===== src/rtl/assert_macros.svh =====
// Assertion helpers for the mark/space pulse player RTL.
// Clocked, reset-qualified property checks that report through $error.
`ifndef ASSERT_MACROS_SVH
`define ASSERT_MACROS_SVH

// Check a property at every rising clock edge outside reset.
`define ASSERT_CLKD(name, clk, rst_n, prop) \
  name: assert property (@(posedge clk) disable iff (!rst_n) (prop)) \
    else $error("%m: assertion failed");

// Check that a condition implies a consequence in the same cycle.
`define ASSERT_IMPL(name, clk, rst_n, ante, cons) \
  name: assert property (@(posedge clk) disable iff (!rst_n) (ante) |-> (cons)) \
    else $error("%m: implication failed");

// Check that a condition implies a consequence in the next cycle.
`define ASSERT_NEXT(name, clk, rst_n, ante, cons) \
  name: assert property (@(posedge clk) disable iff (!rst_n) (ante) |=> (cons)) \
    else $error("%m: next-cycle implication failed");

`endif


===== src/rtl/irp_pkg.sv =====
// Shared types and constants for the mark/space pulse player.
// No dependencies; imported by irp_cfg, irp_ctrl and the top level.
`timescale 1ns / 1ps

package irp_pkg;

  localparam int unsigned QUEUE_DEPTH_DEF = 256;

  localparam int unsigned TickW    = 10;
  localparam int unsigned PeriodW  = 16;
  localparam int unsigned DurW     = 28;
  localparam int unsigned EntryW   = DurW + 1;
  localparam int unsigned TimeW    = 30;
  localparam int unsigned DiffW    = TimeW + 2;
  localparam int unsigned OutCntW  = 8;
  localparam int unsigned LostW    = 16;
  localparam int unsigned MsW      = 32;
  localparam int unsigned AccW     = 11;
  localparam int unsigned CfgIdxW  = 3;
  localparam int unsigned CfgDataW = 16;

  localparam logic [AccW-1:0] US_PER_TICK_CLOCK = AccW'(50);
  localparam logic [AccW-1:0] US_PER_MS         = AccW'(1000);

  localparam logic [TimeW-1:0] TIME_MIN = {1'b1, {(TimeW-1){1'b0}}};

  localparam logic [TickW-1:0]   TICK_PERIOD_RST    = TickW'(50);
  localparam logic [PeriodW-1:0] CARRIER_PERIOD_RST = PeriodW'(684);
  localparam logic [PeriodW-1:0] CARRIER_DUTY_RST   = PeriodW'(342);

  typedef enum logic [1:0] {
    REQ_PUSH_MARK  = 2'd0,
    REQ_PUSH_SPACE = 2'd1,
    REQ_TICK       = 2'd2,
    REQ_CLEAR      = 2'd3
  } req_e;

  typedef enum logic [CfgIdxW-1:0] {
    CFG_TICK_PERIOD    = 3'd0,
    CFG_CARRIER_PERIOD = 3'd1,
    CFG_CARRIER_DUTY   = 3'd2,
    CFG_IDLE_POL_HIGH  = 3'd3,
    CFG_ALLOW_RX_TX    = 3'd4
  } cfg_idx_e;

  typedef struct packed {
    logic [TickW-1:0]   tick_period;
    logic [PeriodW-1:0] carrier_period;
    logic [PeriodW-1:0] carrier_duty;
    logic               idle_polarity_high;
    logic               allow_rx_during_tx;
  } cfg_t;

endpackage


===== src/rtl/irp_cfg.sv =====
// Configuration register file for the pulse player.
// Depends on irp_pkg for the register layout and reset values.
`timescale 1ns / 1ps

module irp_cfg (
  input  logic                            clk_i,
  input  logic                            rst_ni,
  input  logic                            cfg_we_i,
  input  logic [irp_pkg::CfgIdxW-1:0]     cfg_idx_i,
  input  logic [irp_pkg::CfgDataW-1:0]    cfg_wdata_i,
  output irp_pkg::cfg_t                   cfg_o
);
  import irp_pkg::*;

  cfg_t cfg_q;

  always_ff @(posedge clk_i or negedge rst_ni) begin
    if (!rst_ni) begin
      cfg_q.tick_period        <= TICK_PERIOD_RST;
      cfg_q.carrier_period     <= CARRIER_PERIOD_RST;
      cfg_q.carrier_duty       <= CARRIER_DUTY_RST;
      cfg_q.idle_polarity_high <= 1'b0;
      cfg_q.allow_rx_during_tx <= 1'b0;
    end else if (cfg_we_i) begin
      case (cfg_idx_e'(cfg_idx_i))
        CFG_TICK_PERIOD:    cfg_q.tick_period        <= cfg_wdata_i[TickW-1:0];
        CFG_CARRIER_PERIOD: cfg_q.carrier_period     <= cfg_wdata_i[PeriodW-1:0];
        CFG_CARRIER_DUTY:   cfg_q.carrier_duty       <= cfg_wdata_i[PeriodW-1:0];
        CFG_IDLE_POL_HIGH:  cfg_q.idle_polarity_high <= cfg_wdata_i[0];
        CFG_ALLOW_RX_TX:    cfg_q.allow_rx_during_tx <= cfg_wdata_i[0];
        default: ;
      endcase
    end
  end

  assign cfg_o = cfg_q;

endmodule


===== config.mk =====
export PLATFORM = sky130hd
export DESIGN_NAME = irp_cfg
export DESIGN_NICKNAME = d
export VERILOG_FILES = /design/src/rtl/assert_macros.svh /design/src/rtl/irp_pkg.sv /design/src/rtl/irp_cfg.sv
export SDC_FILE = /design/constraint.sdc
export NUM_CORES = 1
export LEC_CHECK = 0
export BUFFER_PORTS_ARGS = -buffer_cell sky130_fd_sc_hd__buf_2
export CAP_MARGIN = 20
export CORE_ASPECT_RATIO = 1.5
export CORE_MARGIN = 3
export CORE_UTILIZATION = 50
export CTS_CLUSTER_SIZE = 16
export DETAILED_ROUTE_END_ITERATION = 16
export PLACE_DENSITY_LB_ADDON = 0.25
export SLEW_MARGIN = 20
export SYNTH_ARGS = -nofsm -noshare
export SYNTH_HDL_FRONTEND = slang
export SYNTH_SLANG_ARGS = --single-unit
export TNS_END_PERCENT = 50

===== constraint.sdc =====
create_clock -name clk_i -period 1.3 [get_ports clk_i]
set_input_delay 0.26 -clock clk_i [delete_from_list [all_inputs] [get_ports clk_i]]
set_output_delay 0.26 -clock clk_i [all_outputs]
set_load 0.03 [all_outputs]

Word-level counts from Yosys, hierarchy flattened

Index checks and enable logic that the tools add are counted.

Register bits after elaboration: 44
Input bits: 22
Output and inout bits: 44
Word-level logic and storage cells: 15

Equal/unequal tests: 4
Reductions and logical operators: 6

Operators by type and width:

| kind                                          | number |
|---|---|
| AND reduction 2 bit                           | 5 |
| == test 3 x 2 -> 1 bit, second input constant | 2 |
| == test 3 x 1 -> 1 bit, second input constant | 1 |
| == test 3 bit, second input constant          | 1 |
| zero test 3 bit                               | 1 |

Logic depth before layout (Yosys ltp)

Word-level depth: 2
Mapped depth: 4
Depth with buffers taken out: 2

Worst setup path after synthesis

No wires, ideal clock.

Path type: input to register
Start: input cfg_idx_i[2] (netlist bit)
End: register cfg_q, in the netlist cfg_o[11]
Library setup time: 125 ps
Data arrival time: 1071 ps
Required time: 1175 ps
Setup slack: 104 ps
Stages on the path: 4
Path buffers: 2
Cell sequence: and4bb_1 > buf_6 > buf_12 > mux2_4

Word-level cells in the longest chain between the ends: 2

RTL lines:

| element                       | RTL line      | text |
|---|---|---|
| start: declaration            | irp_cfg.sv:9  | `input logic [irp_pkg::CfgIdxW-1:0] cfg_idx_i,` |
| == test 3 x 2 -> 1 bit        | irp_cfg.sv:25 | `case (cfg_idx_e'(cfg_idx_i))` |
| AND reduction 2 bit (no line) | --            |  |
| end: declaration              | irp_cfg.sv:15 | `cfg_t cfg_q;` |

No other way between the ends.
A chain may end at the register's enable or synchronous reset.

Final worst setup path

Start: register cfg_q, in the netlist cfg_o[25]
End: output cfg_o[25] (netlist bit)

RTL lines:

| element          | RTL line      | text |
|---|---|---|
| end: declaration | irp_cfg.sv:11 | `output irp_pkg::cfg_t cfg_o` |

No word-level cell between the ends.

==> metrics.txt <==
Filler cells=269; CTS H-tree lvls=2; crit end category=output port; Die X-Extent=55.1 µm; setup slack, reg-to-reg=0.52 ns; Synth Cell Area=1810 µm²; Initial Util=0.525; type of the worst setup path=register to output port; PwrDens=1860 nW/µm²; largest net degree at the start of global routing=45; overflow left after global routing=0; max_cap viols=0; Final Max Tran Viols=0; post-CTS setup buffer count=0; Seq cells post-synth=44; sequential area share after synthesis=0.617; CTS clock-pin slew for the worst setup and hold paths=0.08 ns; Die Area=4390 µm²; setup ws final=0.0288 ns; Worst Tran Pin Value=0.280 ns; Post-Syn Instances=98; distinct cell type count after synthesis=11; Worst Path Arrival=1.01 ns; Clock Skew=0 ns; maximum buffer depth of the clock tree=2; Total GRT Usage=0.177; clock buffer count from CTS=5; Worst EP required=1.04 ns; hold_ws=0.219 ns; Port Buf Inserts=65; global-route wire length before repair=5620 µm; DR pass1 iterations=3; Setup-failing EPs final=0; Final ANT Viol Nets=0; GP Congestion=0.639; Cell Count, Final, Fillers Out=218; ranking of synthesized cells by area=dfrtp_1 43%, dfstp_2 19%, mux2_4 17%; syn nets=120; max FFs per register=44; fin util=0.681; initial antenna violation count=0; vias per cell=5.00; slowest library cell on the worst path=dfstp_2; HP Class=input port to register; commonest non-fill, non-tap cell in the layout=buf_2; Setup crit start kind=register; Worst Path Buf+Inv=1; 1st-iter DRT viols=8; placed cells=209; # rows=26; HPWL Detailed=2610 µm; status=finished, final reports clean; fraction of layout cells with a size suffix above 1=0.790; minimum clock period=1.27 ns; Yosys top cell by area=dfrtp_1; Syn. warnings=0; Crit path max-delay family=flip-flops; Routed wire per std cell=15.8 µm; clk sinks=44; Place WS=-0.0854 ns; synthesized area per cell=18.5 µm²; setup_tns=0 ns; Routed WL=3450 µm; clk root buf=clkbuf_8; vias in the first global route=1169; CP peak stage delay=0.53 ns; Skew-Pair Late Insertion Delay=0.29 ns; worst-path fanout max=2; DRC=0; Peak VDD IR=1280 µV; final hold vios=0; Final nets=197; Area Overhead vs Synth=29.8%; Synth top area share=0.428; most frequent cells in the layout=54 x buf_2, 31 x dfrtp_1, 24 x mux2_2; Via Count=1091; Die Y=79.7 µm; Core Region=3450 µm²; CTS tree=built; Final period util=0.978; n_diodes=0; f_max=787 MHz; sequence of cells on the critical path=clkbuf_4; relative slew slack=0.811; # IOs=66; leak pwr=1.14 nW
## per-stage QoR
stage,instance area (µm²),total power [mW]
4_1_cts,2320,4.38
3_3_place_gp,2200,3.33
5_1_grt,2350,4.59
2_1_floorplan,1810,2.91
3_5_place_dp,2200,3.37
6_report,2350,4.37
## per-layer routing
layer,share of wire,vias up,track usage,routed length (µm)
met3,0.074,4,0.0505,255
met1,0.41,537,0.230,1430
met4,0.014,0,0.0584,47
met2,0.50,45,0.278,1720
li1,-,505,-,-
met5,0,-,0,0
## logic make-up after synthesis
kind of cell,synth area share
buffers and inverters,0.0387
muxes,0.315
DFF,0.617
and+or+nand+nor,0.0290
## final cells by class
| type | count | area (µm²) | area share |
|---|---|---|---|
| timing repair buffer | 75 | 443 | 0.188 |
| multi-input combinational | 49 | 629 | 0.268 |
| clock buffer | 6 | 72.6 | 0.0309 |
| sequential | 44 | 1120 | 0.476 |
| tap | 42 | 52.6 | 0.0224 |
| clock inverter | 2 | 35.0 | 0.0149 |
## power by group
group	internal, mW	switching, mW
clock	0.570	0.431
sequential	1.73	0.155
combinational	0.589	0.892
total	2.89	1.48
## repair_timing
item                                    in CTS  in global routing
endpoints found under the setup margin       0                 11
hold endpoints to repair                    31                  0
hold buffers                                 1                  0
gates resized for setup                      0                 14
## cells in the mapped netlist
| library cell | instances |
|---|---|
| mux2_2 | 24 |
| buf_6 | 2 |
| dfrtp_1 | 31 |
| and4bb_1 | 2 |
| nor4b_1 | 1 |
| buf_12 | 2 |
| buf_4 | 1 |
| nand4b_1 | 1 |
| nor4bb_1 | 1 |
| dfstp_2 | 13 |
| mux2_4 | 20 |
## final timing paths
| check | start | endpoint | cells after the start |
|---|---|---|---|
| max in group asynchronous | rst_ni | cfg_o[8] | 3 |
| min reg2reg | cfg_o[36] | cfg_o[36] | 1 |
| max reg2reg | cfg_o[26] | cfg_o[26] | 1 |
| min | cfg_wdata_i[12] | cfg_o[14] | 2 |
| min in group asynchronous | rst_ni | cfg_o[40] | 3 |
| max | cfg_o[25] | cfg_o[25] | 1 |
Power figures use the tool's default switching activity.
