`src/rtl/assert_macros.svh`:
```
// Assertion helpers for the mark/space pulse player RTL.
// Clocked, reset-qualified property checks that report through $error.
`ifndef ASSERT_MACROS_SVH
`define ASSERT_MACROS_SVH

// Check a property at every rising clock edge outside reset.
`define ASSERT_CLKD(name, clk, rst_n, prop) \
  name: assert property (@(posedge clk) disable iff (!rst_n) (prop)) \
    else $error("%m: assertion failed");

// Check that a condition implies a consequence in the same cycle.
`define ASSERT_IMPL(name, clk, rst_n, ante, cons) \
  name: assert property (@(posedge clk) disable iff (!rst_n) (ante) |-> (cons)) \
    else $error("%m: implication failed");

// Check that a condition implies a consequence in the next cycle.
`define ASSERT_NEXT(name, clk, rst_n, ante, cons) \
  name: assert property (@(posedge clk) disable iff (!rst_n) (ante) |=> (cons)) \
    else $error("%m: next-cycle implication failed");

`endif

```
`src/rtl/irp_pkg.sv`:
```
// Shared types and constants for the mark/space pulse player.
// No dependencies; imported by irp_cfg, irp_ctrl and the top level.
`timescale 1ns / 1ps

package irp_pkg;

  localparam int unsigned QUEUE_DEPTH_DEF = 256;

  localparam int unsigned TickW    = 10;
  localparam int unsigned PeriodW  = 16;
  localparam int unsigned DurW     = 28;
  localparam int unsigned EntryW   = DurW + 1;
  localparam int unsigned TimeW    = 30;
  localparam int unsigned DiffW    = TimeW + 2;
  localparam int unsigned OutCntW  = 8;
  localparam int unsigned LostW    = 16;
  localparam int unsigned MsW      = 32;
  localparam int unsigned AccW     = 11;
  localparam int unsigned CfgIdxW  = 3;
  localparam int unsigned CfgDataW = 16;

  localparam logic [AccW-1:0] US_PER_TICK_CLOCK = AccW'(50);
  localparam logic [AccW-1:0] US_PER_MS         = AccW'(1000);

  localparam logic [TimeW-1:0] TIME_MIN = {1'b1, {(TimeW-1){1'b0}}};

  localparam logic [TickW-1:0]   TICK_PERIOD_RST    = TickW'(50);
  localparam logic [PeriodW-1:0] CARRIER_PERIOD_RST = PeriodW'(684);
  localparam logic [PeriodW-1:0] CARRIER_DUTY_RST   = PeriodW'(342);

  typedef enum logic [1:0] {
    REQ_PUSH_MARK  = 2'd0,
    REQ_PUSH_SPACE = 2'd1,
    REQ_TICK       = 2'd2,
    REQ_CLEAR      = 2'd3
  } req_e;

  typedef enum logic [CfgIdxW-1:0] {
    CFG_TICK_PERIOD    = 3'd0,
    CFG_CARRIER_PERIOD = 3'd1,
    CFG_CARRIER_DUTY   = 3'd2,
    CFG_IDLE_POL_HIGH  = 3'd3,
    CFG_ALLOW_RX_TX    = 3'd4
  } cfg_idx_e;

  typedef struct packed {
    logic [TickW-1:0]   tick_period;
    logic [PeriodW-1:0] carrier_period;
    logic [PeriodW-1:0] carrier_duty;
    logic               idle_polarity_high;
    logic               allow_rx_during_tx;
  } cfg_t;

endpackage

```
`src/rtl/irp_ctrl.sv`:
```
// Request sequencer and pulse datapath: queue pointers, pulse countdown, clock.
// Depends on irp_pkg; drives the ports of irp_ring.
`timescale 1ns / 1ps
`include "assert_macros.svh"

module irp_ctrl #(
  parameter int unsigned Depth = irp_pkg::QUEUE_DEPTH_DEF
) (
  input  logic                          clk_i,
  input  logic                          rst_ni,
  input  logic                          start_i,
  output logic                          busy_o,
  input  logic [1:0]                    req_type_i,
  input  logic [irp_pkg::DurW-1:0]      duration_us_i,
  input  irp_pkg::cfg_t                 cfg_i,
  output logic                          ring_we_o,
  output logic [$clog2(Depth)-1:0]      ring_waddr_o,
  output logic [irp_pkg::EntryW-1:0]    ring_wdata_o,
  output logic [$clog2(Depth)-1:0]      ring_raddr_o,
  input  logic [irp_pkg::EntryW-1:0]    ring_rdata_i,
  output logic                          done_o,
  output logic                          push_accepted_o,
  output logic [irp_pkg::PeriodW-1:0]   duty_value_o,
  output logic                          line_level_o,
  output logic                          sending_o,
  output logic                          rx_enable_o,
  output logic [irp_pkg::OutCntW-1:0]   queued_entries_o,
  output logic [irp_pkg::LostW-1:0]     overflow_count_o,
  output logic [irp_pkg::MsW-1:0]       elapsed_ms_o
);
  import irp_pkg::*;

  localparam int unsigned IdxW = $clog2(Depth);
  localparam int unsigned CntW = (IdxW > OutCntW) ? IdxW : OutCntW;
  localparam logic [IdxW-1:0] LastIdx = IdxW'(Depth - 1);

  typedef enum logic {
    ST_IDLE,
    ST_EXEC
  } state_e;

  state_e state_q;
  logic   done_q, push_acc_q, sending_q, rx_en_q;
  logic [PeriodW-1:0] duty_q;

  req_e                    req_q;
  logic [DurW-1:0]         dur_q;
  logic signed [DiffW-1:0] diff_q;

  logic [IdxW-1:0]  wr_q, wr_d, rd_q, rd_d;
  logic [CntW-1:0]  cnt_q, cnt_d;
  logic [LostW-1:0] lost_q, lost_d;
  logic [TimeW-1:0] tl_q, tl_d;
  logic             mark_q, mark_d;
  logic [AccW-1:0]  acc_q, acc_d, acc_sum;
  logic [MsW-1:0]   ms_q, ms_d;

  logic accept, exec;
  logic empty, full, tl_nz, diff_le0, do_pop, sat;
  logic [IdxW-1:0]  wr_next, rd_next;
  logic [EntryW-1:0] entry;
  logic entry_zero, entry_mark;
  logic [DurW-1:0] entry_dur;
  logic signed [DiffW-1:0] diff_d, carried;
  logic push_acc_d, sending_d;
  logic [PeriodW-1:0] duty_d;

  assign accept = start_i && (state_q == ST_IDLE);
  assign exec   = (state_q == ST_EXEC);
  assign busy_o = exec;

  assign diff_d = DiffW'($signed(tl_q)) - $signed({{(DiffW-TickW){1'b0}}, cfg_i.tick_period});

  assign empty      = (wr_q == rd_q);
  assign wr_next    = (wr_q == LastIdx) ? '0 : wr_q + IdxW'(1);
  assign rd_next    = (rd_q == LastIdx) ? '0 : rd_q + IdxW'(1);
  assign full       = (wr_next == rd_q);
  assign entry      = empty ? '0 : ring_rdata_i;
  assign entry_zero = (entry == '0);
  assign entry_mark = entry[EntryW-1];
  assign entry_dur  = entry[DurW-1:0];
  assign tl_nz      = (tl_q != '0);
  assign diff_le0   = diff_q[DiffW-1] || (diff_q == '0);
  assign do_pop     = !tl_nz || diff_le0;
  assign carried    = diff_q + $signed({{(DiffW-DurW){1'b0}}, entry_dur});
  assign sat        = !((carried[DiffW-1:TimeW-1] == '0) || (carried[DiffW-1:TimeW-1] == '1));
  assign acc_sum    = acc_q + US_PER_TICK_CLOCK;

  assign ring_waddr_o = wr_q;
  assign ring_wdata_o = {(req_q == REQ_PUSH_MARK), dur_q};
  assign ring_raddr_o = rd_q;

  always_comb begin
    wr_d       = wr_q;
    rd_d       = rd_q;
    cnt_d      = cnt_q;
    lost_d     = lost_q;
    tl_d       = tl_q;
    mark_d     = mark_q;
    acc_d      = acc_q;
    ms_d       = ms_q;
    push_acc_d = 1'b0;
    sending_d  = 1'b0;
    ring_we_o  = 1'b0;
    case (req_q)
      REQ_PUSH_MARK, REQ_PUSH_SPACE: begin
        if (!full) begin
          ring_we_o  = exec;
          wr_d       = wr_next;
          cnt_d      = cnt_q + CntW'(1);
          push_acc_d = 1'b1;
        end else begin
          lost_d = lost_q + LostW'(1);
        end
      end
      REQ_TICK: begin
        if (acc_sum >= US_PER_MS) begin
          acc_d = acc_sum - US_PER_MS;
          ms_d  = ms_q + MsW'(1);
        end else begin
          acc_d = acc_sum;
        end
        if (do_pop && !empty) begin
          rd_d  = rd_next;
          cnt_d = cnt_q - CntW'(1);
        end
        if (tl_nz) begin
          sending_d = 1'b1;
          if (diff_le0) begin
            if (entry_zero) begin
              tl_d   = '0;
              mark_d = 1'b0;
            end else begin
              mark_d = entry_mark;
              tl_d   = sat ? TIME_MIN : carried[TimeW-1:0];
            end
          end else begin
            tl_d = diff_q[TimeW-1:0];
          end
        end else if (entry_zero) begin
          tl_d   = '0;
          mark_d = 1'b0;
        end else begin
          sending_d = 1'b1;
          tl_d      = {{(TimeW-DurW){1'b0}}, entry_dur};
          mark_d    = entry_mark;
        end
      end
      REQ_CLEAR: begin
        wr_d   = '0;
        rd_d   = '0;
        cnt_d  = '0;
        lost_d = '0;
        tl_d   = '0;
        mark_d = 1'b0;
      end
      default: ;
    endcase
  end

  always_comb begin
    if (mark_d) begin
      duty_d = cfg_i.carrier_duty;
    end else if (cfg_i.idle_polarity_high) begin
      duty_d = cfg_i.carrier_period;
    end else begin
      duty_d = '0;
    end
  end

  // Hold the request and the precomputed countdown for the execute cycle.
  always_ff @(posedge clk_i) begin
    if (accept) begin
      req_q  <= req_e'(req_type_i);
      dur_q  <= duration_us_i;
      diff_q <= diff_d;
    end
  end

  always_ff @(posedge clk_i or negedge rst_ni) begin
    if (!rst_ni) begin
      state_q    <= ST_IDLE;
      done_q     <= 1'b0;
      push_acc_q <= 1'b0;
      sending_q  <= 1'b0;
      rx_en_q    <= 1'b0;
      duty_q     <= '0;
    end else begin
      done_q <= 1'b0;
      case (state_q)
        ST_IDLE: begin
          if (start_i) begin
            state_q <= ST_EXEC;
          end
        end
        ST_EXEC: begin
          state_q    <= ST_IDLE;
          done_q     <= 1'b1;
          push_acc_q <= push_acc_d;
          sending_q  <= sending_d;
          rx_en_q    <= cfg_i.allow_rx_during_tx || !sending_d;
          duty_q     <= duty_d;
        end
        default: state_q <= ST_IDLE;
      endcase
    end
  end

  always_ff @(posedge clk_i or negedge rst_ni) begin
    if (!rst_ni) begin
      wr_q   <= '0;
      rd_q   <= '0;
      cnt_q  <= '0;
      lost_q <= '0;
      tl_q   <= '0;
      mark_q <= 1'b0;
      acc_q  <= '0;
      ms_q   <= '0;
    end else if (exec) begin
      wr_q   <= wr_d;
      rd_q   <= rd_d;
      cnt_q  <= cnt_d;
      lost_q <= lost_d;
      tl_q   <= tl_d;
      mark_q <= mark_d;
      acc_q  <= acc_d;
      ms_q   <= ms_d;
    end
  end

  assign done_o           = done_q;
  assign push_accepted_o  = push_acc_q;
  assign duty_value_o     = duty_q;
  assign line_level_o     = mark_q;
  assign sending_o        = sending_q;
  assign rx_enable_o      = rx_en_q;
  assign queued_entries_o = cnt_q[OutCntW-1:0];
  assign overflow_count_o = lost_q;
  assign elapsed_ms_o     = ms_q;

  `ASSERT_CLKD(a_count_matches_ptrs, clk_i, rst_ni, (cnt_q == '0) == (wr_q == rd_q))
  `ASSERT_NEXT(a_exec_gives_done, clk_i, rst_ni, exec, done_q && (state_q == ST_IDLE))
  `ASSERT_IMPL(a_done_follows_exec, clk_i, rst_ni, done_q, $past(state_q) == ST_EXEC)
  `ASSERT_IMPL(a_write_only_with_room, clk_i, rst_ni, ring_we_o, exec && !full)

endmodule

```
`config.mk`:
```
export PLATFORM = sky130hd
export DESIGN_NAME = irp_ctrl
export DESIGN_NICKNAME = d
export VERILOG_FILES = /design/src/rtl/irp_pkg.sv /design/src/rtl/irp_ctrl.sv
export VERILOG_INCLUDE_DIRS = /design/src /design/src/rtl
export SDC_FILE = /design/constraint.sdc
export NUM_CORES = 1
export LEC_CHECK = 0
export CAP_MARGIN = 5
export CORE_MARGIN = 2
export CORE_UTILIZATION = 45
export CTS_BUF_LIST = sky130_fd_sc_hd__clkbuf_8
export DETAILED_ROUTE_END_ITERATION = 6
export DONT_BUFFER_PORTS = 1
export HOLD_SLACK_MARGIN = 0.02
export SKIP_LAST_GASP = 1
export SLEW_MARGIN = 20
export SYNTH_ARGS = -nofsm -noshare
export SYNTH_HDL_FRONTEND = slang
export SYNTH_SLANG_ARGS = --single-unit
```
`constraint.sdc`:
```
create_clock -name clk_i -period 5.5 [get_ports clk_i]
set_input_delay 0.275 -clock clk_i [delete_from_list [all_inputs] [get_ports clk_i]]
set_output_delay 0.275 -clock clk_i [all_outputs]
set_load 0.02 [all_outputs]
```
After elaboration in Yosys (flattened, before gate mapping)
Cells that the tools add are included.
{"block": "op_classes", "n_addsub": 10, "n_mul": 0, "div": 0, "n_lt_le_gt_ge": 1, "n_eq_ne": 11, "shift": 0, "n_mux": 35, "n_bitwise": 1, "n_reduce_logical": 24}
{"operator": "30-bit two-way mux", "count": 4}
{"operator": "30-bit one-hot mux with 2 select lines", "count": 1}
{"operator": "16-bit two-way mux", "count": 3}
{"operator": "8-bit two-way mux", "count": 6}
{"operator": "32-bit by 1-bit adder with 32-bit output (second input constant)", "count": 1}
{"operator": "32-bit by 29-bit adder with 32-bit output", "count": 1}
{"operator": "32-bit zero test", "count": 1}
{"operator": "16-bit one-hot mux with 2 select lines", "count": 1}
{"operator": "8-bit one-hot mux with 2 select lines", "count": 2}
{"operator": "30-bit by 11-bit subtractor with 31-bit output", "count": 1}
{"operator": "30-bit nonzero test", "count": 1}
{"operator": "29-bit zero test", "count": 1}
{"operator": "29-bit two-way mux", "count": 1}
{"operator": "28-bit two-way mux", "count": 1}
{"operator": "8-bit by 1-bit adder with 8-bit output (second input constant)", "count": 3}
{"operator": "8-bit one-hot mux with 3 select lines", "count": 1}
{"operator": "16-bit by 1-bit adder with 16-bit output (second input constant)", "count": 1}
{"operator": "8-bit equality test", "count": 2}
{"operator": "8-bit equality test (second input constant)", "count": 2}
{"operator": "3-bit AND reduction", "count": 5}
{"operator": "1-bit two-way mux", "count": 12}
{"operator": "11-bit by 6-bit adder with 11-bit output (second input constant)", "count": 1}
{"operator": "11-bit by 10-bit greater-or-equal comparator with 1-bit output (second input constant)", "count": 1}
{"operator": "11-bit two-way mux", "count": 1}
{"operator": "16 further kinds", "count": 28}
{"block": "totals", "regBits": 197, "latch_bits": 0, "ramBits": 0, "rom_bits": 0, "in_bits": 106, "output_inout_bits": 124, "word_cells": 99, "memories": 0}

Logic depth before layout (Yosys ltp)
Gate-level depths: netlist of run 1.
{"block": "logic_depth", "word_depth": 10, "ltp_mapped": 22, "ltp_nobuf": 17}

Least setup slack after synthesis of run 1
Ideal clock, no wire load.
{"block": "synth_path", "path_kind": "register to register", "start": "register rd_q[7], in the netlist ring_raddr_o[7]", "end": "register tl_q[16]", "setup_time_ps": 92, "t_arrival_ps": 5174, "path_slack_ps": 234, "path_stages_with_launch": 22, "synth_period_minus_slack_ps": 5266, "cell_sequence": "dfrtp_1 buf_2 xor2_1 nor4_2 nand2_1 clkbuf_1 clkbuf_1 clkbuf_1 and2_1 ha_1 fa_1 maj3_1 a2bb2oi_1 a32o_1 o211a_1 a211oi_1 a211o_1 or4_4 a21oi_2 nand2_2 buf_6 o31ai_2"}
{"block": "synth_between", "elab_chain_len": 10, "elab_cells_between_ends": 13, "classes_between": "1 x add/sub; 2 x eq/ne; 7 x mux; 3 x reduce/logical"}
{"element": "start, declared", "line_no": "irp_ctrl.sv:50", "source": "logic [IdxW-1:0] wr_q, wr_d, rd_q, rd_d;"}
{"element": "start signal, assigned", "line_no": "irp_ctrl.sv:221", "source": "rd_q <= rd_d;"}
{"element": "8-bit equality test *", "line_no": "irp_ctrl.sv:74", "source": "assign empty = (wr_q == rd_q);"}
{"element": "29-bit two-way mux *", "line_no": "irp_ctrl.sv:78", "source": "assign entry = empty ? '0 : ring_rdata_i;"}
{"element": "32-bit by 29-bit adder with 32-bit output", "line_no": "irp_ctrl.sv:85", "source": "assign carried = diff_q + $signed({{(DiffW-DurW){1'b0}}, entry_dur});"}
{"element": "3-bit equality test / 3-bit zero test (equally long branches)", "line_no": "irp_ctrl.sv:86", "source": "assign sat = !((carried[DiffW-1:TimeW-1] == '0) || (carried[DiffW-1:TimeW-1] == '1));"}
{"element": "1-bit logical OR", "line_no": "irp_ctrl.sv:86"}
{"element": "30-bit two-way mux", "line_no": "irp_ctrl.sv:135", "source": "tl_d = sat ? TIME_MIN : carried[TimeW-1:0];"}
{"element": "30-bit two-way mux", "line_no": "irp_ctrl.sv:130", "source": "if (entry_zero) begin"}
{"element": "30-bit two-way mux", "line_no": "irp_ctrl.sv:129", "source": "if (diff_le0) begin"}
{"element": "30-bit two-way mux *", "line_no": "irp_ctrl.sv:127", "source": "if (tl_nz) begin"}
{"element": "30-bit one-hot mux with 2 select lines *", "line_no": "irp_ctrl.sv:105", "source": "case (req_q)"}
{"element": "end signal, assigned", "line_no": "irp_ctrl.sv:224", "source": "tl_q <= tl_d;"}
{"element": "end, declared", "line_no": "irp_ctrl.sv:53", "source": "logic [TimeW-1:0] tl_q, tl_d;"}
Every way passes the cells marked *; elsewhere a longest branch is shown, timed or not.
A chain may end at the register's enable or synchronous reset.

Worst setup path after layout of run 1
{"block": "layout_path", "start": "register wr_q[1], in the netlist ring_waddr_o[1]", "end": "register tl_q[14]"}
{"block": "layout_between", "elab_chain_len": 10, "elab_cells_between_ends": 13, "classes_between": "1 x add/sub; 2 x eq/ne; 7 x mux; 3 x reduce/logical"}
{"element": "start, declared", "line_no": "irp_ctrl.sv:50"}
{"element": "start signal, assigned", "line_no": "irp_ctrl.sv:220", "source": "wr_q <= wr_d;"}
{"element": "8-bit equality test *", "line_no": "irp_ctrl.sv:74"}
{"element": "29-bit two-way mux *", "line_no": "irp_ctrl.sv:78"}
{"element": "32-bit by 29-bit adder with 32-bit output", "line_no": "irp_ctrl.sv:85"}
{"element": "3-bit equality test / 3-bit zero test (equally long branches)", "line_no": "irp_ctrl.sv:86"}
{"element": "1-bit logical OR", "line_no": "irp_ctrl.sv:86"}
{"element": "30-bit two-way mux", "line_no": "irp_ctrl.sv:135"}
{"element": "30-bit two-way mux", "line_no": "irp_ctrl.sv:130"}
{"element": "30-bit two-way mux", "line_no": "irp_ctrl.sv:129"}
{"element": "30-bit two-way mux *", "line_no": "irp_ctrl.sv:127"}
{"element": "30-bit one-hot mux with 2 select lines *", "line_no": "irp_ctrl.sv:105"}
Marked as above.

==> results of run 1 <==
[Yosys cell counts (4+ instances only)]
library cell	n	area share [%]
nand2_1	145	4.4
dfrtp_1	134	27
a21oi_1	131	5.3
nor2_1	120	3.7
o21ai_0	70	2.8
xor2_1	66	4.7
edfxtp_1	61	15
xnor2_1	57	4.0
clkbuf_1	54	1.6
ha_1	46	4.7
inv_1	44	1.3
nand3_1	44	1.8
a21o_1	31	1.9
and2_1	30	1.5
nor3_1	27	1.1
and3_1	21	1.1
nand4_1	21	1.1
nor4_1	21	1.1
or3_1	16	0.81
nand2b_1	14	0.71
nor2b_1	14	0.71
o31ai_1	14	0.85
a31oi_1	12	0.61
buf_2	12	0.49
a21boi_0	11	0.67
o31ai_2	10	1.0
a221oi_1	7	0.50
o21bai_1	7	0.43
or4_1	7	0.43
maj3_1	6	0.49
o21a_1	6	0.37
o2111ai_1	5	0.36
o21ai_1	5	0.20
a211oi_1	4	0.24
a22oi_1	4	0.24
a32o_1	4	0.32
a41o_1	4	0.32
buf_1	4	0.12
nor4b_1	4	0.28
o211ai_1	4	0.24
or2_2	4	0.20
[layout make-up]
type                    instances  area (µm²)  share of cell area, %
clock inverters                15         229                   1.65
inverters                      44         165                   1.19
clock buffers                  17         234                   1.69
multi-input cells            1055        6690                   48.4
flip-flops and latches        195        5180                   37.5
repair buffers                 98         906                   6.55
well taps                     341         427                   3.08
[per-layer routing]
| metal | share of wire (%) | wire [µm] | global-route usage, % | up-vias |
|---|---|---|---|---|
| li1 | - | - | - | 4999 |
| met1 | 44 | 15600 | 33.2 | 5138 |
| met2 | 47 | 17000 | 40.7 | 404 |
| met3 | 7.1 | 2550 | 5.22 | 48 |
| met4 | 2.2 | 807 | 8.14 | 0 |
| met5 | 0 | 0 | 0 | - |
[flip-flops by register name, summed over array words and instances, names as in the netlist, 8 cells and up]
| name | count |
|---|---|
| queued_entries_o | 8 |
| ring_raddr_o | 8 |
| elapsed_ms_o | 32 |
| overflow_count_o | 16 |
| dur_q | 28 |
| duty_value_o | 16 |
| ring_waddr_o | 8 |
| acc_q | 10 |
| diff_q | 31 |
| tl_q | 30 |
[kinds of logic after synthesis]
kind of cell,count (synthesis)
simple gates,505
xor+xnor,124
compound gates,370
flops,195
fa+ha+maj,55
mux,1
buf+inv,117
[power groups by stage]
stage               logic [mW]  registers [mW]  clock network (mW)
floorplan                 3.02            2.27                   0
global placement          3.89            2.41                   0
detailed placement        3.89            2.42                   0
CTS                       3.99            2.39                1.10
global route              4.46            2.45                1.14
finish                    4.06            2.40                1.07
[cell usage in the layout (no fill, tap or decap), types with 14 or more instances in the layout]
| cell | synthesis | routed |
|---|---|---|
| or3_1 | 16 | 16 |
| and3_1 | 21 | 21 |
| nand3_1 | 44 | 44 |
| xor2_1 | 66 | 66 |
| nand2b_1 | 14 | 14 |
| o21ai_0 | 70 | 70 |
| clkbuf_8 | 0 | 17 |
| inv_1 | 44 | 44 |
| nand4_1 | 21 | 21 |
| nor4_1 | 21 | 21 |
| o31ai_1 | 14 | 14 |
| a21o_1 | 31 | 31 |
| xnor2_1 | 57 | 57 |
| ha_1 | 46 | 46 |
| and2_1 | 30 | 30 |
| edfxtp_1 | 61 | 61 |
| nor3_1 | 27 | 27 |
| dfrtp_1 | 134 | 134 |
| buf_4 | 1 | 37 |
| a21oi_1 | 131 | 131 |
| dlygate4sd3_1 | 0 | 60 |
| nand2_1 | 145 | 145 |
| nor2_1 | 120 | 117 |
[worst max path at each step]
| stage | from | endpoint | depth (start not counted) |
|---|---|---|---|
| after floorplan | ring_raddr_o[7] | tl_q[16] | 21 |
| after global placement | ring_waddr_o[1] | tl_q[14] | 17 |
| after detailed placement | ring_waddr_o[1] | tl_q[14] | 17 |
| after CTS | ring_waddr_o[1] | tl_q[14] | 17 |
| after global routing | ring_waddr_o[1] | tl_q[15] | 16 |
| final | ring_waddr_o[1] | tl_q[14] | 17 |
[through the flow]
stage	power [mW]	std cells	worst slack (ns)	instance area (µm²)
after detailed placement	6.30	1672	0.388	12700
final	7.52	1765	0.298	13800
after global routing	8.05	1765	0.0120	13800
after floorplan	5.29	1367	0.234	12300
after CTS	7.48	1765	0.335	13800
after global placement	6.30	1672	0.471	12700
[critical path: cells and delay by family (launching register included)]
| kind | cells | cell delay [ns] |
|---|---|---|
| compound gates | 8 | 1.78 |
| flops | 1 | 0.56 |
| xor+xnor | 1 | 0.23 |
| buf+inv | 1 | 0.28 |
| fa+ha+maj | 3 | 1.03 |
| simple gates | 4 | 1.24 |
==> impl_metrics.yaml, run 1 <==
critical_path:
  worstSetupStartpointType: "register"
  reg2reg_slack_ns: 0.30
  endpoint_kind: "register"
  crit_chain: "xor2_1 -> nor4_2 -> nand2_1 -> and2_1 -> ha_1 -> fa_1 -> maj3_1 -> a2bb2oi_1 -> a32o_1 -> o211a_1 -> a211oi_1 -> a211o_1 -> or4_4 -> a21boi_1 -> buf_4 -> a221oi_1 -> o21ai_0"
  path_class: "reg -> reg"
  path_max_fanout: 7
  rr_endpoint: "tl_q[14]"
  worstPathRequired_ns: 5.92
  reg2reg_depth: 17
  crit_slowest_cell: "dfrtp_1"
  slowest_delay_ns: 0.56
  rr_startpoint: "ring_waddr_o[1]"
  cp.arrival_ns: 5.62
synth:
  synth_top_family_by_area: "simple AND/OR/NAND/NOR gates"
  avgSynthCellArea_um2: 9.02
  synth-simple-area-share_pct: 20.1
  synth-seq-cells: 195
  yosysSeqAreaShare_pct: 42.0
  synth.area.mux_share_pct: 0.0913
  synth_ff_type: "dfrtp_1"
  async_flop_share_pct: 68.7
  syn_area_um2: 12300
  ys_warn_count: 0
  synth_cell_types: 84
  synth-adder-area-share_pct: 5.64
  synth_edf_count: 61
  netlist_instances: 1367
  synth-compound-area-share_pct: 19.5
  synth_xor_area_share_pct: 8.87
  synth_fp_nets: 1522
floorplan:
  die_area_um2: 28700
  rows: 60
  ios: 230
  fp.coreArea_um2: 27000
  die_h_um: 170
  die_w_um: 170
  start_util_pct: 45.8
clock_tree:
  clk_pin_slew_ns: 0.14
  clockBufferDepth: 2
  cts_tree: "yes"
  root_buffer: "clkbuf_8"
  cts_num_sinks: 195
  clkLatencyLatePin_ns: 0.52
  cts_setup_buffers: 0
  cts_resized: 0
  cts_hold_buffers: 61
  cts-buffers-inserted: 17
  htree_levels: 4
pwr:
  power_density_nw_per_um2: 544
  pwr-share-seq_pct: 31.9
  p_leak_nw: 5.99
  combPwrFrac_pct: 54.0
  p_switching_mw: 3.66
  intPower_mw: 3.86
  power_frac_clock_pct: 14.2
  irDropWorstVdd_mv: 0.335
  switching_share_pct: 48.6
sta:
  worst_pin_slew_ns: 0.966
  setup_viol_count_final: 0
  slew_headroom_pct: 35.5
  fin_crit_sh_pct: 94.6
  fin_setup_tns_ns: 0
  hold-worst-slack_ns: 0.0632
  hold_viol: 0
  fmax_mhz: 192
  drv_slew: 0
  min_period_ns: 5.20
  rsz0062_at_grt: "no"
  clock-skew-final_ns: 0.0394
hold_path:
  min_from: "cfg_i[1]"
  hold_path_end: "duty_value_o[13]"
  hold_path.class: "in -> reg"
  whs_path_depth: 4
routing:
  routed_wl_mm: 36.0
  vias_per_cell: 6.00
  firstDrtPassIters: 5
  ant_nets: 0
  num_vias: 10600
  post_drt_wl_per_cell_um: 20.4
  drcViolationCount: 0
  drt_iter0_markers: 915
place:
  port_buffers: 0
  gp_congestion: 0.932
  dpl.hpwl_mm: 25.6
finish:
  final_util_pct: 51.3
  nets: 1566
  area_delta_synth_final_pct: 12.2
  antenna_cells: 0
  drive_gt1_share_pct: 7.23
  fill_cells: 2518
grt:
  grt_overflow: 0
  gr-usage-all-layers_pct: 24.9
  grt_pass1_vias: 10200
  antenna_found_initial: 0
  grt_pass1_wl_mm: 56.2
  grt_max_degree: 135
run_status:
  status: "complete, no violations"
flow_run:
  maxCapViolCount: 0
(Power assumes the default switching activity.)
==> run 2: changes to the inputs <==
Settings changed: CORE_UTILIZATION 45 to 40.
==> run 2 against run 1 <==
Via count shrank 0.36%. Sequential power hardly changed. Sequential share of layout area is 0.11 points higher. Critical endpoint is now tl_q[18]. Largest cell class unchanged. Highest routed layer unchanged.
==> impl_metrics.yaml, run 2 (same netlist as run 1, synthesis figures left out) <==
run_status:
  status: "complete, no violations"
sta:
  setup_slack_ns: 0.368
  setup_viol_count_final: 0
  fin_setup_tns_ns: 0
  min_period_ns: 5.13
  hold_viol: 0
  fin_crit_sh_pct: 93.3
  rsz0062_at_grt: "no"
  slew_headroom_pct: 28.9
  fmax_mhz: 195
  worst_pin_slew_ns: 1.06
  drv_slew: 0
  clock-skew-final_ns: 0.0304
  hold-worst-slack_ns: 0.0679
finish:
  finalNonFillerCells: 1813
  antenna_cells: 0
  layout_common_cells: "nand2_1 (145), dfrtp_1 (134), a21oi_1 (131)"
  area_delta_synth_final_pct: 11.9
  stdcell_area_um2: 13800
  nets: 1559
  fill_cells: 2870
  largest_reg_flops: 32
  final_common_cell: "nand2_1"
  drive_gt1_share_pct: 7.06
routing:
  routed_wl_mm: 36.0
  num_vias: 10600
  firstDrtPassIters: 5
  post_drt_wl_per_cell_um: 19.9
  drcViolationCount: 0
  ant_nets: 0
  drt_iter0_markers: 837
  vias_per_cell: 5.82
grt:
  top_usage_layer: "met2"
  grtUsageMet3_pct: 7.11
  grt_overflow: 0
  met1_usage_pct: 28.8
  grt_pass1_vias: 10200
  antenna_found_initial: 0
  met2_usage_pct: 34.3
  grt_pass1_wl_mm: 56.5
  gr-usage-all-layers_pct: 21.8
  grt_max_degree: 135
critical_path:
  path_delay_family: "compound AO/OA/AOI/OAI gates"
  crit_chain: "xor2_1 -> nor4_2 -> buf_4 -> nand2_1 -> and2_1 -> ha_1 -> fa_1 -> maj3_1 -> a2bb2oi_1 -> a32o_1 -> o211a_1 -> a211oi_1 -> a211o_1 -> or4_4 -> a21oi_2 -> nand2_2 -> o31ai_2"
  path_max_fanout: 11
  worst-path-buf-inv: 1
  worstPathRequired_ns: 5.87
  path_class: "reg -> reg"
  cp_num_cells: 17
  worstSetupStartpointType: "register"
  reg2reg_slack_ns: 0.37
  reg2reg_depth: 17
  slowest_delay_ns: 0.56
  cp.arrival_ns: 5.51
  endpoint_kind: "register"
  crit_slowest_cell: "or4_4"
place:
  post-place-cells: 1724
  dpl.hpwl_mm: 25.9
  placed_cell_area_um2: 12800
  port_buffers: 0
  gp_congestion: 0.932
  place_ws_ns: 0.464
clock_tree:
  root_buffer: "clkbuf_8"
  cts_tree: "yes"
  htree_levels: 4
  clockBufferDepth: 2
  cts_num_sinks: 195
  clkLatencyLatePin_ns: 0.48
  cts-buffers-inserted: 17
  cts_setup_buffers: 0
  clk_pin_slew_ns: 0.13
flow_run:
  maxCapViolCount: 0
floorplan:
  die_w_um: 180
  die_area_um2: 32300
  fp.coreArea_um2: 30500
  die_h_um: 180
  rows: 64
  ios: 230
  start_util_pct: 40.4
hold_path:
  whs_path_depth: 4
  hold_path.class: "in -> reg"
pwr:
  irDropWorstVdd_mv: 0.283
  combPwrFrac_pct: 54.0
  intPower_mw: 3.81
  p_leak_nw: 5.94
  pwr-share-seq_pct: 32.6
  switching_share_pct: 48.8
  p_switching_mw: 3.63
  power_frac_clock_pct: 13.4
  power_density_nw_per_um2: 540
## run 2: cell types whose count changed in the layout (fill, tap and decap cells not counted), sizes merged
cell | before | now
buf | 38 | 35
clkinv | 7 | 5
clkinvlp | 0 | 1
dlygate4sd3 | 60 | 56
inv | 52 | 53
## run 2: final timing paths
check,start,endpoint
worst max register to register,ring_waddr_o[1],tl_q[18]
min in group asynchronous,rst_ni,queued_entries_o[4]
worst max-delay path,ring_waddr_o[1],tl_q[18]
max in group asynchronous,rst_ni,tl_q[12]
worst min register to register,acc_q[8],acc_q[8]
worst min-delay path,cfg_i[1],duty_value_o[9]
## run 2: cell type report
type,count,area (µm²),share of cell area [%]
clock inverter,15,183,1.32
sequential,195,5180,37.6
inverter,44,165,1.20
multi-input combinational,1055,6690,48.5
tap,396,495,3.59
timing repair buffer,91,843,6.11
clock buffer,17,234,1.70
## run 2: power by group through the flow
| stage | logic, mW | registers (mW) | clock network, mW |
|---|---|---|---|
| CTS | 3.96 | 2.41 | 1.03 |
| detailed placement | 3.87 | 2.44 | 0 |
| global placement | 3.84 | 2.43 | 0 |
| finish | 4.02 | 2.42 | 0.999 |
| floorplan | 3.02 | 2.27 | 0 |
| global route | 4.45 | 2.47 | 1.09 |
## run 2: through the flow
step | utilization, % | power, mW
final | 45.2 | 7.45
after CTS | 45.2 | 7.40
after global routing | 45.2 | 8.00
after detailed placement | 41.9 | 6.31
after global placement | 41.9 | 6.27
after floorplan | - | 5.29
## run 2: worst register-to-register path, delay by kind of cell (launching register included)
family / cells / cell delay, ns
AOI/OAI and AO/OA: 7 / 1.67
and+or+nand+nor: 5 / 1.35
adders and majority gates: 3 / 1.02
DFF: 1 / 0.55
xor gates and xnor gates: 1 / 0.23
buffers and inverters: 1 / 0.20
## run 2: routing by layer
| layer | vias to the layer above | part of all wire [%] |
|---|---|---|
| li1 | 4996 | - |
| met1 | 5023 | 43 |
| met2 | 479 | 45 |
| met3 | 53 | 9.6 |
| met4 | 0 | 2.0 |
| met5 | - | 0 |
## run 2: repair_timing
item / CTS / global route
gates resized for setup: 0 / 0
hold endpoints to repair: 189 / 0
hold buffers: 57 / 0
==> run 3: changes to the inputs <==
Settings changed: CORE_ASPECT_RATIO from default to 1.5.
==> run 3 against run 2 <==
Utilization is 0.78 points higher. Sequential power hardly changed. Clock power is 0.4% lower. Flip-flop and latch count stayed put. Cell count is 1.1% higher. Non-clock buffer count is 16 higher.
==> impl_metrics.yaml, run 3 (same netlist as run 1, synthesis figures left out) <==
run_status:
  status: "complete, no violations"
finish:
  drive_gt1_share_pct: 7.12
  largest_reg_flops: 32
  antenna_cells: 0
  area_delta_synth_final_pct: 13.2
  stdcell_area_um2: 14000
  layout_common_cells: "nand2_1 (144), dfrtp_1 (134), a21oi_1 (131)"
  final_common_cell: "nand2_1"
  nets: 1575
  fill_cells: 2898
critical_path:
  worstPathRequired_ns: 5.93
  path_max_fanout: 11
  rr_startpoint: "ring_raddr_o[4]"
  rr_endpoint: "tl_q[18]"
  crit_chain: "xor2_2 -> nor4_2 -> nand2_2 -> and2_1 -> ha_1 -> fa_1 -> maj3_1 -> a2bb2oi_1 -> a32o_1 -> o211a_1 -> a211oi_1 -> a211o_1 -> or4_4 -> a21oi_2 -> nand2_2 -> o31ai_2"
  path_common_cell: "nand2_2"
  cp.arrival_ns: 5.63
  endpoint_kind: "register"
  path_class: "reg -> reg"
  reg2reg_slack_ns: 0.30
  reg2reg_depth: 16
  crit_start: "ring_raddr_o[4]"
  worstSetupStartpointType: "register"
  crit_slowest_cell: "or4_4"
  slowest_delay_ns: 0.55
place:
  dpl.hpwl_mm: 27.7
  place_ws_ns: 0.292
  port_buffers: 0
  gp_congestion: 0.928
  placed_cell_area_um2: 12800
clock_tree:
  htree_levels: 4
  clkLatencyLatePin_ns: 0.51
  cts_num_sinks: 195
  clockBufferDepth: 2
  cts_setup_buffers: 0
  clk_pin_slew_ns: 0.12
  cts-buffers-inserted: 17
  root_buffer: "clkbuf_8"
  cts_tree: "yes"
routing:
  vias_per_cell: 5.81
  drt_iter0_markers: 611
  drcViolationCount: 0
  routed_wl_mm: 37.1
  num_vias: 10700
  ant_nets: 0
  firstDrtPassIters: 5
  post_drt_wl_per_cell_um: 20.2
sta:
  setup_viol_count_final: 0
  fin_setup_tns_ns: 0
  slew_headroom_pct: 30.2
  clock-skew-final_ns: 0.0177
  setup_slack_ns: 0.301
  fin_crit_sh_pct: 94.5
  fmax_mhz: 192
  worst_pin_slew_ns: 1.04
  rsz0062_at_grt: "no"
  hold_viol: 0
  drv_slew: 0
  min_period_ns: 5.20
floorplan:
  ios: 230
  rows: 78
  die_area_um2: 32300
  fp.coreArea_um2: 30400
  die_w_um: 147
  start_util_pct: 40.6
  die_h_um: 219
hold_path:
  hold_path_end: "tl_q[16]"
  hold_path.class: "in -> reg"
  min_from: "ring_rdata_i[16]"
  whs_path_depth: 2
pwr:
  power_density_nw_per_um2: 540
  pwr-share-seq_pct: 32.4
  power_frac_clock_pct: 13.2
  p_switching_mw: 3.70
  intPower_mw: 3.84
  irDropWorstVdd_mv: 0.373
  total_power_mw: 7.55
  switching_share_pct: 49.1
  p_leak_nw: 6.01
  combPwrFrac_pct: 54.4
grt:
  grt_pass1_wl_mm: 57.3
  grt_max_degree: 135
  gr-usage-all-layers_pct: 22.8
  grt_pass1_vias: 10600
  grt_overflow: 0
  antenna_found_initial: 0
flow_run:
  maxCapViolCount: 0
-- run 3: cell type report --
type / count / area [µm²] / area share, %
Clock buffer: 17 / 234 / 1.68
Sequential cell: 195 / 5180 / 37.1
Timing Repair Buffer: 107 / 998 / 7.15
Clock inverter: 15 / 189 / 1.35
Inverter: 44 / 165 / 1.18
Tap cell: 400 / 500 / 3.58
Multi-Input combinational cell: 1055 / 6690 / 47.9
-- run 3: metrics by stage --
step | util (%) | hold WS, ns | instances
floorplan | - | -0.0206 | 1367
global placement | 42.2 | -0.0108 | 1730
detailed placement | 42.2 | -0.0120 | 1730
CTS | 46.0 | 0.0241 | 1833
global route | 46.0 | 0.0457 | 1833
finish | 46.0 | 0.0661 | 1833
-- run 3: worst max path at each step --
stage	slack, ns	endpoint	cells past startpoint
final	0.30	tl_q[18]	16
after global routing	0.04	tl_q[16]	16
after CTS	0.24	tl_q[18]	16
after detailed placement	0.29	tl_q[18]	16
after global placement	0.43	tl_q[25]	16
after floorplan	0.23	tl_q[16]	21
-- run 3: timing repair --
action	4_1_cts	5_1_grt
hold buffers	71	0
hold endpoints to repair	195	0
gates resized for setup	0	1
setup endpoints to repair	0	11
-- run 3: routing by layer --
layer / vias to the layer above / wire length, µm / GRT usage, %
met4: 0 / 1980 / 12.8
li1: 5012 / - / -
met2: 356 / 19600 / 42.0
met1: 5178 / 13600 / 24.1
met3: 108 / 1930 / 4.89
met5: - / 0 / 0
-- run 3: worst max-delay path: cells and delay by family (launching register included) --
kind	cells	cell delay, ns
xor+xnor	1	0.21
simple gates	5	1.75
fa+ha+maj	3	1.01
flops	1	0.42
compound gates	7	1.72
-- run 3: power groups by stage --
stage,Sequential (mW),Combinational [mW],Clock [mW]
floorplan,2.27,3.02,0
global placement,2.47,3.93,0
detailed placement,2.47,3.97,0
CTS,2.44,4.07,1.03
global route,2.48,4.52,1.08
finish,2.45,4.10,0.995
